==> src/rtl/assert_macros.svh <==
// Assertion macros used by escalating_pin_lockout.sv.
`ifndef ASSERT_MACROS_SVH
`define ASSERT_MACROS_SVH

`ifndef SYNTH

// Clocked check with a fixed message.
`define ASSERT_CLK(label, clk, rst_n, prop) \
    label: assert property (@(posedge clk) disable iff (!rst_n) prop) \
        else $error("clocked assertion failed");

// Clocked check with a caller message.
`define ASSERT_CLK_MSG(label, clk, rst_n, prop, msg) \
    label: assert property (@(posedge clk) disable iff (!rst_n) prop) \
        else $error(msg);

`else

`define ASSERT_CLK(label, clk, rst_n, prop)
`define ASSERT_CLK_MSG(label, clk, rst_n, prop, msg)

`endif

`endif

==> src/rtl/epl_pkg.sv <==
// Types, constants and codes for the escalating PIN lockout block.
package epl_pkg;

    localparam int TIME_BITS  = 64;
    localparam int CNT_W      = 32;
    localparam int ATT_W      = 16;
    localparam int DUR_W      = 32;
    localparam int NUM_TIERS  = 4;
    localparam int TIER_W     = 3;
    localparam int TIER_IDX_W = 2;
    localparam int CMD_W      = 3;
    localparam int OUTCOME_W  = 2;
    localparam int NOW_W      = 64;
    localparam int REM_W      = 64;
    localparam int CFG_IDX_W  = 3;
    localparam int CFG_DATA_W = 32;

    typedef logic [TIME_BITS-1:0] time_t;

    localparam time_t              TIME_MAX  = '1;
    localparam logic [CNT_W-1:0]   COUNT_MAX = '1;

    typedef enum logic [CMD_W-1:0] {
        CMD_PROVISION = 3'd0,
        CMD_CLEAR     = 3'd1,
        CMD_BOOT      = 3'd2,
        CMD_REPORT    = 3'd3,
        CMD_QUERY     = 3'd4
    } command_t;

    typedef enum logic [OUTCOME_W-1:0] {
        OUTCOME_SUCCESS   = 2'd0,
        OUTCOME_WRONG_PIN = 2'd1,
        OUTCOME_INVALID   = 2'd2,
        OUTCOME_OTHER     = 2'd3
    } outcome_t;

    typedef enum logic [2:0] {
        VERDICT_VERIFIED = 3'd0,
        VERDICT_REJECTED = 3'd1,
        VERDICT_LOCKED   = 3'd2,
        VERDICT_MISSING  = 3'd3,
        VERDICT_INVALID  = 3'd4,
        VERDICT_ERROR    = 3'd5,
        VERDICT_DONE     = 3'd6
    } verdict_t;

    typedef enum logic [CFG_IDX_W-1:0] {
        REG_TIER1_ATTEMPTS = 3'd0,
        REG_TIER2_ATTEMPTS = 3'd1,
        REG_TIER3_ATTEMPTS = 3'd2,
        REG_TIER4_ATTEMPTS = 3'd3,
        REG_TIER1_DURATION = 3'd4,
        REG_TIER2_DURATION = 3'd5,
        REG_TIER3_DURATION = 3'd6,
        REG_TIER4_DURATION = 3'd7
    } cfg_index_t;

    typedef struct packed {
        logic                  provisioned;
        logic [CNT_W-1:0]      failed_count;
        logic [TIER_W-1:0]     lock_level;
        time_t                 lock_deadline;
    } lock_state_t;

    typedef struct packed {
        logic [NUM_TIERS-1:0][ATT_W-1:0] attempts;
        logic [NUM_TIERS-1:0][DUR_W-1:0] duration;
    } tier_cfg_t;

    typedef struct packed {
        verdict_t              verdict;
        logic                  record_present;
        logic                  is_locked;
        logic [REM_W-1:0]      remaining_ms;
        logic [TIER_W-1:0]     tier_out;
        logic [CNT_W-1:0]      failures_out;
        logic                  relock_key;
    } result_t;

    localparam lock_state_t STATE_EMPTY = '{
        provisioned:   1'b0,
        failed_count:  '0,
        lock_level:    '0,
        lock_deadline: '0
    };

    localparam tier_cfg_t CFG_RESET = '{
        attempts: {16'd20, 16'd15, 16'd10, 16'd5},
        duration: {32'd86400000, 32'd7200000, 32'd1800000, 32'd300000}
    };

endpackage

==> src/rtl/epl_core.sv <==
// Command evaluation: next lock state and result for one command.
module epl_core
    import epl_pkg::*;
(
    input  lock_state_t            st,
    input  tier_cfg_t              cfg,
    input  logic [CMD_W-1:0]       command,
    input  logic [OUTCOME_W-1:0]   check_outcome,
    input  logic [NOW_W-1:0]       now_ms,
    output lock_state_t            st_next,
    output result_t                res
);

    time_t                                now_t;
    logic [CNT_W-1:0]                     cnt_inc;
    logic [NUM_TIERS-1:0]                 reached;
    logic [TIER_W-1:0]                    new_tier;
    logic [NUM_TIERS-1:0][TIME_BITS:0]    sum_ext;
    time_t [NUM_TIERS-1:0]                arm_deadline_all;
    time_t [NUM_TIERS-1:0]                arm_rem_all;
    logic [TIER_W-1:0]                    arm_tier;
    logic [TIER_IDX_W-1:0]                arm_idx;
    time_t                                arm_deadline;
    time_t                                arm_rem;
    logic [TIME_BITS:0]                   diff_ext;
    logic                                 later_old;
    logic                                 lock_from_old;
    logic                                 lock_from_arm;
    logic                                 locked;
    time_t                                rem;
    verdict_t                             verdict;
    logic                                 relock;

    assign now_t   = now_ms[TIME_BITS-1:0];
    assign cnt_inc = (st.failed_count == COUNT_MAX) ? st.failed_count
                                                    : st.failed_count + CNT_W'(1);

    always_comb
    begin
        for (int i = 0; i < NUM_TIERS; i++)
        begin
            reached[i] = cnt_inc >= CNT_W'(cfg.attempts[i]);
        end
    end

    // Thresholds are taken in tier order: stop at the first one not reached.
    always_comb
    begin
        priority if (!reached[0])
            new_tier = TIER_W'(0);
        else if (!reached[1])
            new_tier = TIER_W'(1);
        else if (!reached[2])
            new_tier = TIER_W'(2);
        else if (!reached[3])
            new_tier = TIER_W'(3);
        else
            new_tier = TIER_W'(4);
    end

    // One saturating deadline per tier; the carry out marks overflow past TIME_MAX.
    always_comb
    begin
        for (int i = 0; i < NUM_TIERS; i++)
        begin
            sum_ext[i] = {1'b0, now_t} + (TIME_BITS + 1)'(cfg.duration[i]);
            if (sum_ext[i][TIME_BITS])
            begin
                arm_deadline_all[i] = TIME_MAX;
                arm_rem_all[i]      = ~now_t;
            end
            else
            begin
                arm_deadline_all[i] = sum_ext[i][TIME_BITS-1:0];
                arm_rem_all[i]      = TIME_BITS'(cfg.duration[i]);
            end
        end
    end

    assign arm_tier     = (command == CMD_BOOT) ? st.lock_level : new_tier;
    assign arm_idx      = TIER_IDX_W'(arm_tier - TIER_W'(1));
    assign arm_deadline = arm_deadline_all[arm_idx];
    assign arm_rem      = arm_rem_all[arm_idx];

    assign diff_ext  = {1'b0, st.lock_deadline} - {1'b0, now_t};
    assign later_old = !diff_ext[TIME_BITS] && (diff_ext[TIME_BITS-1:0] != '0);

    always_comb
    begin
        st_next       = st;
        verdict       = VERDICT_DONE;
        relock        = 1'b0;
        lock_from_old = 1'b0;
        lock_from_arm = 1'b0;

        unique case (command)
            CMD_PROVISION:
            begin
                st_next             = STATE_EMPTY;
                st_next.provisioned = 1'b1;
            end
            CMD_CLEAR:
            begin
                st_next = STATE_EMPTY;
            end
            CMD_BOOT:
            begin
                if (!st.provisioned)
                    verdict = VERDICT_MISSING;
                else if (st.lock_level != '0)
                begin
                    st_next.lock_deadline = arm_deadline;
                    lock_from_arm         = 1'b1;
                end
            end
            CMD_REPORT:
            begin
                relock = 1'b1;
                if (!st.provisioned)
                    verdict = VERDICT_MISSING;
                else
                begin
                    unique case (outcome_t'(check_outcome))
                        OUTCOME_SUCCESS:
                        begin
                            st_next.failed_count  = '0;
                            st_next.lock_level    = '0;
                            st_next.lock_deadline = '0;
                            verdict               = VERDICT_VERIFIED;
                            relock                = 1'b0;
                        end
                        OUTCOME_WRONG_PIN:
                        begin
                            st_next.failed_count = cnt_inc;
                            if (new_tier != '0)
                            begin
                                st_next.lock_level    = new_tier;
                                st_next.lock_deadline = arm_deadline;
                                verdict               = VERDICT_LOCKED;
                                lock_from_arm         = 1'b1;
                            end
                            else
                            begin
                                verdict       = VERDICT_REJECTED;
                                relock        = 1'b0;
                                lock_from_old = 1'b1;
                            end
                        end
                        OUTCOME_INVALID:
                        begin
                            verdict       = VERDICT_INVALID;
                            lock_from_old = 1'b1;
                        end
                        OUTCOME_OTHER:
                        begin
                            verdict       = VERDICT_ERROR;
                            lock_from_old = 1'b1;
                        end
                        default:
                        begin
                            verdict       = VERDICT_ERROR;
                            lock_from_old = 1'b1;
                        end
                    endcase
                end
            end
            CMD_QUERY:
            begin
                if (!st.provisioned)
                    verdict = VERDICT_MISSING;
                else if (st.lock_level != '0 && !later_old)
                begin
                    // expired lock: drop tier and deadline
                    st_next.lock_level    = '0;
                    st_next.lock_deadline = '0;
                end
                else
                    lock_from_old = 1'b1;
            end
            default:
            begin
                verdict       = VERDICT_ERROR;
                lock_from_old = 1'b1;
            end
        endcase
    end

    always_comb
    begin
        locked = 1'b0;
        rem    = '0;
        if (lock_from_arm)
        begin
            locked = arm_rem != '0;
            rem    = arm_rem;
        end
        else if (lock_from_old)
        begin
            locked = st.provisioned && (st.lock_level != '0) && later_old;
            rem    = diff_ext[TIME_BITS-1:0];
        end
    end

    assign res = '{
        verdict:        verdict,
        record_present: st_next.provisioned,
        is_locked:      locked,
        remaining_ms:   locked ? REM_W'(rem) : '0,
        tier_out:       locked ? st_next.lock_level : '0,
        failures_out:   st_next.provisioned ? st_next.failed_count : '0,
        relock_key:     relock
    };

endmodule

==> src/rtl/escalating_pin_lockout.sv <==
// Escalating PIN lockout guard: attempt record, tier thresholds and lock timing.
//
// Input channel (in_valid/in_ready) carries one command with check_outcome and
// now_ms; output channel (out_valid/out_ready) returns exactly one result per
// command, in order. A transfer happens when valid and ready are both high.
// A command lands in an input register, is evaluated against the attempt record
// combinationally, and its result is registered; out_valid rises when the result
// register is loaded. One command per cycle is sustained while out_ready is high;
// the record update, the tier compares and the deadline add are all combinational.
// When the receiver stalls, the result register holds and the input register
// takes one more command; in_ready then drops until out_ready returns.
// Tier thresholds and durations are written through cfg_wr_en/cfg_index/cfg_data
// by the user only while the block is idle; the block does not enforce this.
// Reset (rst_n low, asynchronous) restores their defaults, empties both registers
// and clears the record: not provisioned, zero failures, tier 0, deadline 0.
`include "assert_macros.svh"

module escalating_pin_lockout
    import epl_pkg::*;
(
    input  logic                     clk,
    input  logic                     rst_n,

    input  logic                     cfg_wr_en,
    input  logic [CFG_IDX_W-1:0]     cfg_index,
    input  logic [CFG_DATA_W-1:0]    cfg_data,

    input  logic                     in_valid,
    output logic                     in_ready,
    input  logic [CMD_W-1:0]         command,
    input  logic [OUTCOME_W-1:0]     check_outcome,
    input  logic [NOW_W-1:0]         now_ms,

    output logic                     out_valid,
    input  logic                     out_ready,
    output logic [2:0]               verdict,
    output logic                     record_present,
    output logic                     is_locked,
    output logic [REM_W-1:0]         remaining_ms,
    output logic [TIER_W-1:0]        tier_out,
    output logic [CNT_W-1:0]         failures_out,
    output logic                     relock_key
);

    tier_cfg_t               cfg_reg;
    lock_state_t             st_reg;
    lock_state_t             st_next;

    logic                    in_valid_reg;
    logic [CMD_W-1:0]        cmd_reg;
    logic [OUTCOME_W-1:0]    outcome_reg;
    logic [NOW_W-1:0]        now_reg;

    logic                    out_valid_reg;
    result_t                 res_reg;
    result_t                 res_next;

    logic                    advance;
    logic                    fire;

    assign advance  = !out_valid_reg || out_ready;
    assign fire     = in_valid_reg && advance;
    assign in_ready = !in_valid_reg || advance;

    always_ff @(posedge clk or negedge rst_n)
    begin
        if (!rst_n)
            cfg_reg <= CFG_RESET;
        else if (cfg_wr_en)
        begin
            unique case (cfg_index_t'(cfg_index))
                REG_TIER1_ATTEMPTS: cfg_reg.attempts[0] <= cfg_data[ATT_W-1:0];
                REG_TIER2_ATTEMPTS: cfg_reg.attempts[1] <= cfg_data[ATT_W-1:0];
                REG_TIER3_ATTEMPTS: cfg_reg.attempts[2] <= cfg_data[ATT_W-1:0];
                REG_TIER4_ATTEMPTS: cfg_reg.attempts[3] <= cfg_data[ATT_W-1:0];
                REG_TIER1_DURATION: cfg_reg.duration[0] <= cfg_data[DUR_W-1:0];
                REG_TIER2_DURATION: cfg_reg.duration[1] <= cfg_data[DUR_W-1:0];
                REG_TIER3_DURATION: cfg_reg.duration[2] <= cfg_data[DUR_W-1:0];
                REG_TIER4_DURATION: cfg_reg.duration[3] <= cfg_data[DUR_W-1:0];
                default:            cfg_reg             <= cfg_reg;
            endcase
        end
    end

    // Input register: hold until the evaluation stage can advance.
    always_ff @(posedge clk or negedge rst_n)
    begin
        if (!rst_n)
            in_valid_reg <= 1'b0;
        else if (in_valid && in_ready)
            in_valid_reg <= 1'b1;
        else if (fire)
            in_valid_reg <= 1'b0;
    end

    always_ff @(posedge clk)
    begin
        if (in_valid && in_ready)
        begin
            cmd_reg     <= command;
            outcome_reg <= check_outcome;
            now_reg     <= now_ms;
        end
    end

    epl_core u_core (
        .st            (st_reg),
        .cfg           (cfg_reg),
        .command       (cmd_reg),
        .check_outcome (outcome_reg),
        .now_ms        (now_reg),
        .st_next       (st_next),
        .res           (res_next)
    );

    always_ff @(posedge clk or negedge rst_n)
    begin
        if (!rst_n)
            st_reg <= STATE_EMPTY;
        else if (fire)
            st_reg <= st_next;
    end

    always_ff @(posedge clk or negedge rst_n)
    begin
        if (!rst_n)
            out_valid_reg <= 1'b0;
        else if (advance)
            out_valid_reg <= in_valid_reg;
    end

    always_ff @(posedge clk)
    begin
        if (fire)
            res_reg <= res_next;
    end

    assign out_valid      = out_valid_reg;
    assign verdict        = res_reg.verdict;
    assign record_present = res_reg.record_present;
    assign is_locked      = res_reg.is_locked;
    assign remaining_ms   = res_reg.remaining_ms;
    assign tier_out       = res_reg.tier_out;
    assign failures_out   = res_reg.failures_out;
    assign relock_key     = res_reg.relock_key;

    `ASSERT_CLK_MSG(a_no_deadline_without_tier, clk, rst_n, (st_reg.lock_level == '0) |-> (st_reg.lock_deadline == '0), "lock deadline set while tier is zero")
    `ASSERT_CLK_MSG(a_absent_record_empty, clk, rst_n, !st_reg.provisioned |-> (st_reg.failed_count == '0 && st_reg.lock_level == '0), "record absent but count or tier nonzero")
    `ASSERT_CLK_MSG(a_locked_result_sane, clk, rst_n, (out_valid_reg && res_reg.is_locked) |-> (res_reg.tier_out != '0 && res_reg.remaining_ms != '0), "locked result without tier or time left")
    `ASSERT_CLK(a_stall_holds_input, clk, rst_n, (in_valid_reg && out_valid_reg && !out_ready) |=> (in_valid_reg && $stable(now_reg) && $stable(st_reg)))

endmodule
==> config.mk <==
export PLATFORM = sky130hd
export DESIGN_NAME = escalating_pin_lockout
export DESIGN_NICKNAME = d
export VERILOG_FILES = /design/src/rtl/epl_pkg.sv /design/src/rtl/epl_core.sv /design/src/rtl/escalating_pin_lockout.sv
export VERILOG_INCLUDE_DIRS = /design/src /design/src/rtl
export SDC_FILE = /design/constraint.sdc
export NUM_CORES = 2
export LEC_CHECK = 0
export BUFFER_PORTS_ARGS = -buffer_cell sky130_fd_sc_hd__buf_2
export CAP_MARGIN = 20
export CORE_MARGIN = 3
export CORE_UTILIZATION = 30
export CTS_BUF_LIST = sky130_fd_sc_hd__clkbuf_8 sky130_fd_sc_hd__clkbuf_16
export CTS_CLUSTER_DIAMETER = 200
export DETAILED_ROUTE_END_ITERATION = 10
export PLACE_DENSITY = 0.51
export SYNTH_ARGS = -nofsm -noshare
export SYNTH_HDL_FRONTEND = slang
export SYNTH_HIERARCHICAL = 1
export SYNTH_SLANG_ARGS = --single-unit
==> constraint.sdc <==
create_clock -name clk -period 5.9 [get_ports clk]
set_clock_uncertainty 0.1 [all_clocks]
set_input_delay 0 -clock clk [delete_from_list [all_inputs] [get_ports clk]]
set_output_delay 0 -clock clk [all_outputs]
set_load 0.02 [all_outputs]
Word-level counts from Yosys, hierarchy flattened

Index checks and enable logic that the tools add are counted.

Add/sub/neg operators: 7
$lt $le $gt $ge: 5
Eq/ne operators: 22
Multiplexer cells: 54
Bitwise logic cells: 1
Reductions and logical operators: 34

Operators with widths:

| kind                    | count |
|---|---|
| $mux W64                | 14 |
| $add A64 B32 Y65        | 4 |
| $bmux W64 S2            | 2 |
| $pmux W64 S4            | 1 |
| $mux W67                | 3 |
| $pmux W99 S2            | 1 |
| $ge A32 B16 Y1          | 4 |
| $reduce_bool A64 Y1     | 2 |
| $mux W99                | 1 |
| $sub A64 B64 Y65        | 1 |
| $not A64 Y64            | 1 |
| $pmux W32 S2            | 1 |
| $add A32 B1 Y32 const B | 1 |
| $eq A32 B32 Y1 const B  | 1 |
| $mux W32                | 1 |
| $mux W3                 | 6 |
| $pmux W3 S3             | 2 |
| $reduce_and A2 Y1       | 8 |
| $eq A3 B3 Y1 const B    | 5 |
| $mux W1                 | 14 |
| $eq A3 B2 Y1 const B    | 4 |
| $pmux W3 S4             | 1 |
| $reduce_and A9 Y1       | 1 |
| $ne A2 B2 Y1 const B    | 4 |
| other kinds (21)        | 40 |

Register bits after elaboration: 468
Input port bits: 109
Word-level logic and storage cells: 147

Longest topological paths before layout

Depth after elaboration: 15
Mapped depth: 33
Gate-level depth less buffers: 27

Cells and area by module

Netlist, hierarchy kept.

By module, submodules not included:

| module                 | instances | cells an instance | area each (µm²) | sequential area each (µm²) |
|---|---|---|---|---|
| epl_core               | 1         | 3131              | 19949.1         | 0.0 |
| escalating_pin_lockout | 1         | 807               | 16271.9         | 12643.4 |

Worst setup path before layout

No wires, ideal clock.

Kind: register to register
Start: register st_reg[95] (netlist name)
End: register res_reg, in the netlist is_locked, data pin
Arrival: 6.053 ns
Setup slack: -0.504 ns
Cell stages (with the launch flop): 27
Cells stage by stage: dfrtp_1 buf_2 nand3_1 nor3_1 nand3_1 nand2_1 nor2_1 and3_1 and3_1 xnor2_1 inv_1 ha_1 a21o_1 a2111oi_0 a221oi_1 a21oi_1 a31oi_1 o31ai_4 mux2_2 a21boi_1 nor2_1 or3b_1 nor4_1 nand4_1 a21oi_2 inv_1 buf_4

Longest elaborated chain between the ends: 14
Elaborated cells on any way between the ends: 27
Those cells by class: 2 x add/sub; 4 x order compare; 1 x eq/ne; 18 x mux; 2 x reduce/logical

RTL lines:

| element                                                  | RTL line                       | source |
|---|---|---|
| start: declaration                                       | escalating_pin_lockout.sv:46   | `lock_state_t st_reg;` |
| start signal: assignment                                 | escalating_pin_lockout.sv:121  | `st_reg <= st_next;` |
| $add A32 B1 Y32 / $eq A32 B32 Y1 (equally long branches) | epl_core.sv:36, epl_core.sv:35 |  |
| $mux W32 (*)                                             | epl_core.sv:35                 | `assign cnt_inc = (st.failed_count == COUNT_MAX) ? st.failed_count` |
| $ge A32 B16 Y1                                           | epl_core.sv:42                 | `reached[i] = cnt_inc >= CNT_W'(cfg.attempts[i]);` |
| $mux W3                                                  | epl_core.sv:55                 | `else if (!reached[3])` |
| $mux W3                                                  | epl_core.sv:53                 | `else if (!reached[2])` |
| $mux W3                                                  | epl_core.sv:51                 | `else if (!reached[1])` |
| $mux W3 (*)                                              | epl_core.sv:49                 | `priority if (!reached[0])` |
| branches (longest 6 deep; another with $sub A2 B1 Y2)    | -                              |  |
| $mux W1 (*)                                              | epl_core.sv:192                | `if (lock_from_arm)` |
| net u_core.locked                                        | epl_core.sv:29                 | `logic locked;` |
| end signal: assignment                                   | escalating_pin_lockout.sv:135  | `res_reg <= res_next;` |
| end: declaration                                         | escalating_pin_lockout.sv:55   | `result_t res_reg;` |

Mark *: on every way through the listed nets, which the timed path passes. The select of a mux whose other input is x is not followed.
A chain may end at the register's enable or synchronous reset.

Worst setup path in the final report

Start: register st_reg[68] (netlist name)
End: register res_reg, in the netlist remaining_ms[27], data pin

Longest elaborated chain between the ends: 14
Elaborated cells on any way between the ends: 29
Those cells by class: 2 x add/sub; 4 x order compare; 1 x eq/ne; 20 x mux; 2 x reduce/logical

RTL lines:

| element                                                  | RTL line |
|---|---|
| $add A32 B1 Y32 / $eq A32 B32 Y1 (equally long branches) | epl_core.sv:36, epl_core.sv:35 |
| $mux W32 (*)                                             | epl_core.sv:35 |
| $ge A32 B16 Y1                                           | epl_core.sv:42 |
| $mux W3                                                  | epl_core.sv:55 |
| $mux W3                                                  | epl_core.sv:53 |
| $mux W3                                                  | epl_core.sv:51 |
| $mux W3 (*)                                              | epl_core.sv:49 |
| branches (longest 7 deep; another with $sub A2 B1 Y2)    | - |

Mark *: on every way between the ends. The select of a mux whose other input is x is not followed.

==> results.sh <==
export IMPL_die_area_sq_um=125000
export IMPL_syn_num_nets=4309
export IMPL_required_ps=6200
export IMPL_ys_types=95
export IMPL_clock_sinks=468
export IMPL_synth_most_common_cell="a21oi_1"
export IMPL_gp_congestion=0.976
export IMPL_register_area_sq_um=12600
export IMPL_dp_final_hpwl_um=123000
export IMPL_whs_path_depth=2
export IMPL_grt_max_degree=155
export IMPL_slowest_stage="dfrtp_1"
export IMPL_largest_register_ff_count=192
export IMPL_fill_cells=11800
export IMPL_cts_tree="yes"
export IMPL_hp_start="now_ms[26]"
export IMPL_fin_area_sq_um=50100
export IMPL_synthTopCellsByArea="dfrtp_1 (17%), edfxtp_1 (14%), mux2_2 (9.2%)"
export IMPL_r2r_start="st_reg[68]"
export IMPL_ant_nets=0
export IMPL_hp_class="input pin to flip-flop"
export IMPL_p_leak_uw=0.0222
export IMPL_yosysTopAreaCellShare=0.169
export IMPL_via_count=36200
export IMPL_crit_top_cell="buf_6"
export IMPL_numCtsBuffers=59
export IMPL_area_growth_pct=38.4
export IMPL_rows=126
export IMPL_ctsRootBufferMaster="clkbuf_16"
export IMPL_routed_wl_um=159000
export IMPL_worst_r2r_endpoint="remaining_ms[27]"
export IMPL_synth_main_ff_cell="dfrtp_1"
export IMPL_worst_slack_ps=-313
export IMPL_wl_per_cell_um=24.3
export IMPL_relSlewSlack=0.137
export IMPL_chipHeight_um=353
export IMPL_htree_levels=2
export IMPL_timing_hold_ws_ps=63.4
export IMPL_grt_pass1_wl_um=232000
export IMPL_worst_ep_arrival_time_ps=6510
export IMPL_rsz0062_at_grt="yes"
export IMPL_grt_pass1_vias=34700
export IMPL_grt_overflow_total=0
export IMPL_violations="negative setup slack"
export IMPL_synth_seq_cells=468
export IMPL_antenna_found_initial=3
export IMPL_die_w_um=353
export IMPL_routed_via_density=5.54
export IMPL_port_buffers=215
export IMPL_multi_input_area_sq_um=23900
export IMPL_drtIter0Drc=3971
export IMPL_critPathKind="flip-flop to flip-flop"
export IMPL_grt_use_total=0.244
export IMPL_cpPeakStageDelay_ps=390
export IMPL_critPathMaxFanout=6
export IMPL_p_per_area_nw_per_um2=254
export IMPL_firstDrtPassIters=5
export IMPL_worst_pin_slew_ps=1290
export IMPL_wl_met1_um=75100
export IMPL_end_kind="flip-flop"
export IMPL_r2r_slack_ps=-310
export IMPL_synth_area_sq_um=36200
export IMPL_nets=5255
export IMPL_synthCells=3938
export IMPL_status="finished with violations"
export IMPL_min_to="now_reg[26]"
export IMPL_fp_coreArea_sq_um=119000
export IMPL_routed_top_layer="met5"
export IMPL_hold_viol_final=0
export IMPL_io_pins=216
export IMPL_ys_top_cells_by_count="a21oi_1 (343), mux2_2 (297), nor2_1 (275), ha_1 (257), nand2_1 (252)"
export IMPL_start_kind="flip-flop"
export IMPL_synth_top_cell_by_area="dfrtp_1"
export IMPL_fin_crit_sh=1.05
export IMPL_initial_core_util=0.305
export IMPL_drc_errors=0
export IMPL_worstRegToRegCells=33
export IMPL_ir_drop_mv=0.210
export IMPL_clk_pin_slew_ps=60
export IMPL_max_freq_mhz=161
export IMPL_synth_seq_area_share=0.349
export IMPL_max_cap_violations=0
export IMPL_pre_cts_ws_ps=-961
export IMPL_syn_avg_cell_area_sq_um=9.20
export IMPL_clock_path_buffers=3
export IMPL_async_flop_share=0.628
export IMPL_place_area_sq_um=43400
export IMPL_setup_viol=41
export IMPL_synth_edf_count=174
export IMPL_ys_warnings_count=6
export IMPL_clock_latency_ps=690
export IMPL_finalMaxSlewViolations=0
export IMPL_dr_wl_met2_um=67300
export IMPL_fin_crit_ps=6210
export IMPL_drive_gt1_frac=0.342
export IMPL_route_met3_wl_um=11700
-- placed cells by master (no fill, tap or decap), drive strengths merged, types with 17 or more instances in the layout --
master | Yosys | final
a22o | 47 | 47
a31oi | 62 | 62
o211ai | 17 | 17
nand4 | 59 | 59
nor3 | 86 | 86
nor2 | 276 | 276
nand2b | 35 | 35
a22oi | 44 | 44
o21bai | 35 | 35
nand2 | 252 | 252
nor2b | 27 | 27
a211oi | 32 | 32
o31ai | 32 | 32
o21ai | 245 | 245
and3 | 33 | 33
dfstp | 49 | 49
edfxtp | 174 | 174
dfrtp | 245 | 245
o221ai | 33 | 33
nor4 | 27 | 27
or3 | 23 | 23
mux2 | 298 | 298
clkbuf | 140 | 73
o22ai | 37 | 37
ha | 257 | 257
a221oi | 44 | 44
inv | 193 | 206
and2 | 68 | 68
dlygate4sd3 | 0 | 173
a21oi | 344 | 344
nand3 | 105 | 105
xor2 | 62 | 62
a21o | 116 | 116
buf | 59 | 908
o21a | 34 | 34
xnor2 | 149 | 149
-- metal layers --
metal  vias up  global-route usage
li1      16700                   -
met1     17800               0.366
met2      1453               0.366
met3       254              0.0319
met4         2              0.0672
met5         -                   0
-- worst max-delay path, delay by kind of cell (launching register included) --
family | cells | cell delay (ps)
buf+inv | 9 | 1330
compound gates | 10 | 1820
flops | 1 | 390
fa+ha+maj | 2 | 470
simple gates | 11 | 1630
xor+xnor | 1 | 160
-- cell families after synthesis --
family / Yosys count / share of synthesized area
AOI/OAI and AO/OA: 1250 / 0.226
xor gates and xnor gates: 211 / 0.0510
DFF: 468 / 0.349
buffers and inverters: 392 / 0.0439
muxes: 306 / 0.0949
and+or+nand+nor: 1049 / 0.143
adders and majority gates: 262 / 0.0915
-- power breakdown --
| group | leakage [uW] | switching [uW] | total (uW) | internal [uW] |
|---|---|---|---|---|
| registers | 0.00536 | 427 | 4250 | 3830 |
| logic | 0.0157 | 2560 | 4480 | 1920 |
| clock network | 0.00108 | 1600 | 4010 | 2410 |
-- worst max path at each step --
stage	startpoint	end	slack, ps	cells past startpoint
after floorplan	st_reg[85]	remaining_ms[15]	0.4	28
after global placement	st_reg[68]	remaining_ms[25]	-820	29
after detailed placement	st_reg[68]	remaining_ms[27]	-960	28
after global routing	st_reg[68]	remaining_ms[27]	-560	32
after CTS	st_reg[68]	remaining_ms[9]	-220	33
final	st_reg[68]	remaining_ms[27]	-310	33
-- what timing repair did --
| action | 4_1_cts | 5_1_grt |
|---|---|---|
| endpoints found under the setup margin | 100 | 114 |
| cloned | 4 | 3 |
| endpoints found under the hold margin | 362 | 0 |
| gates resized for setup | 204 | 232 |
| hold buffers | 174 | 0 |
| setup buffers | 53 | 47 |
| pin swaps | 73 | 107 |
-- layout make-up --
| type | count | area share |
|---|---|---|
| repair buffers | 1084 | 0.174 |
| inverters | 193 | 0.0146 |
| flip-flops and latches | 468 | 0.252 |
| diodes | 1 | 0.0000499 |
| multi-input cells | 3078 | 0.477 |
| clock inverters | 41 | 0.00916 |
| well taps | 1600 | 0.0399 |
| clock buffers | 70 | 0.0334 |
-- through the flow --
stage / util / setup TNS, ps / power (uW) / std cells
floorplan: - / 0 / 6720 / 3938
global placement: 0.365 / -56480 / 8350 / 6159
detailed placement: 0.365 / -57340 / 8340 / 6159
CTS: 0.411 / -5350 / 12600 / 6498
global route: 0.422 / -22940 / 13300 / 6534
finish: 0.422 / -9200 / 12700 / 6535
(Power assumes the default switching activity.)
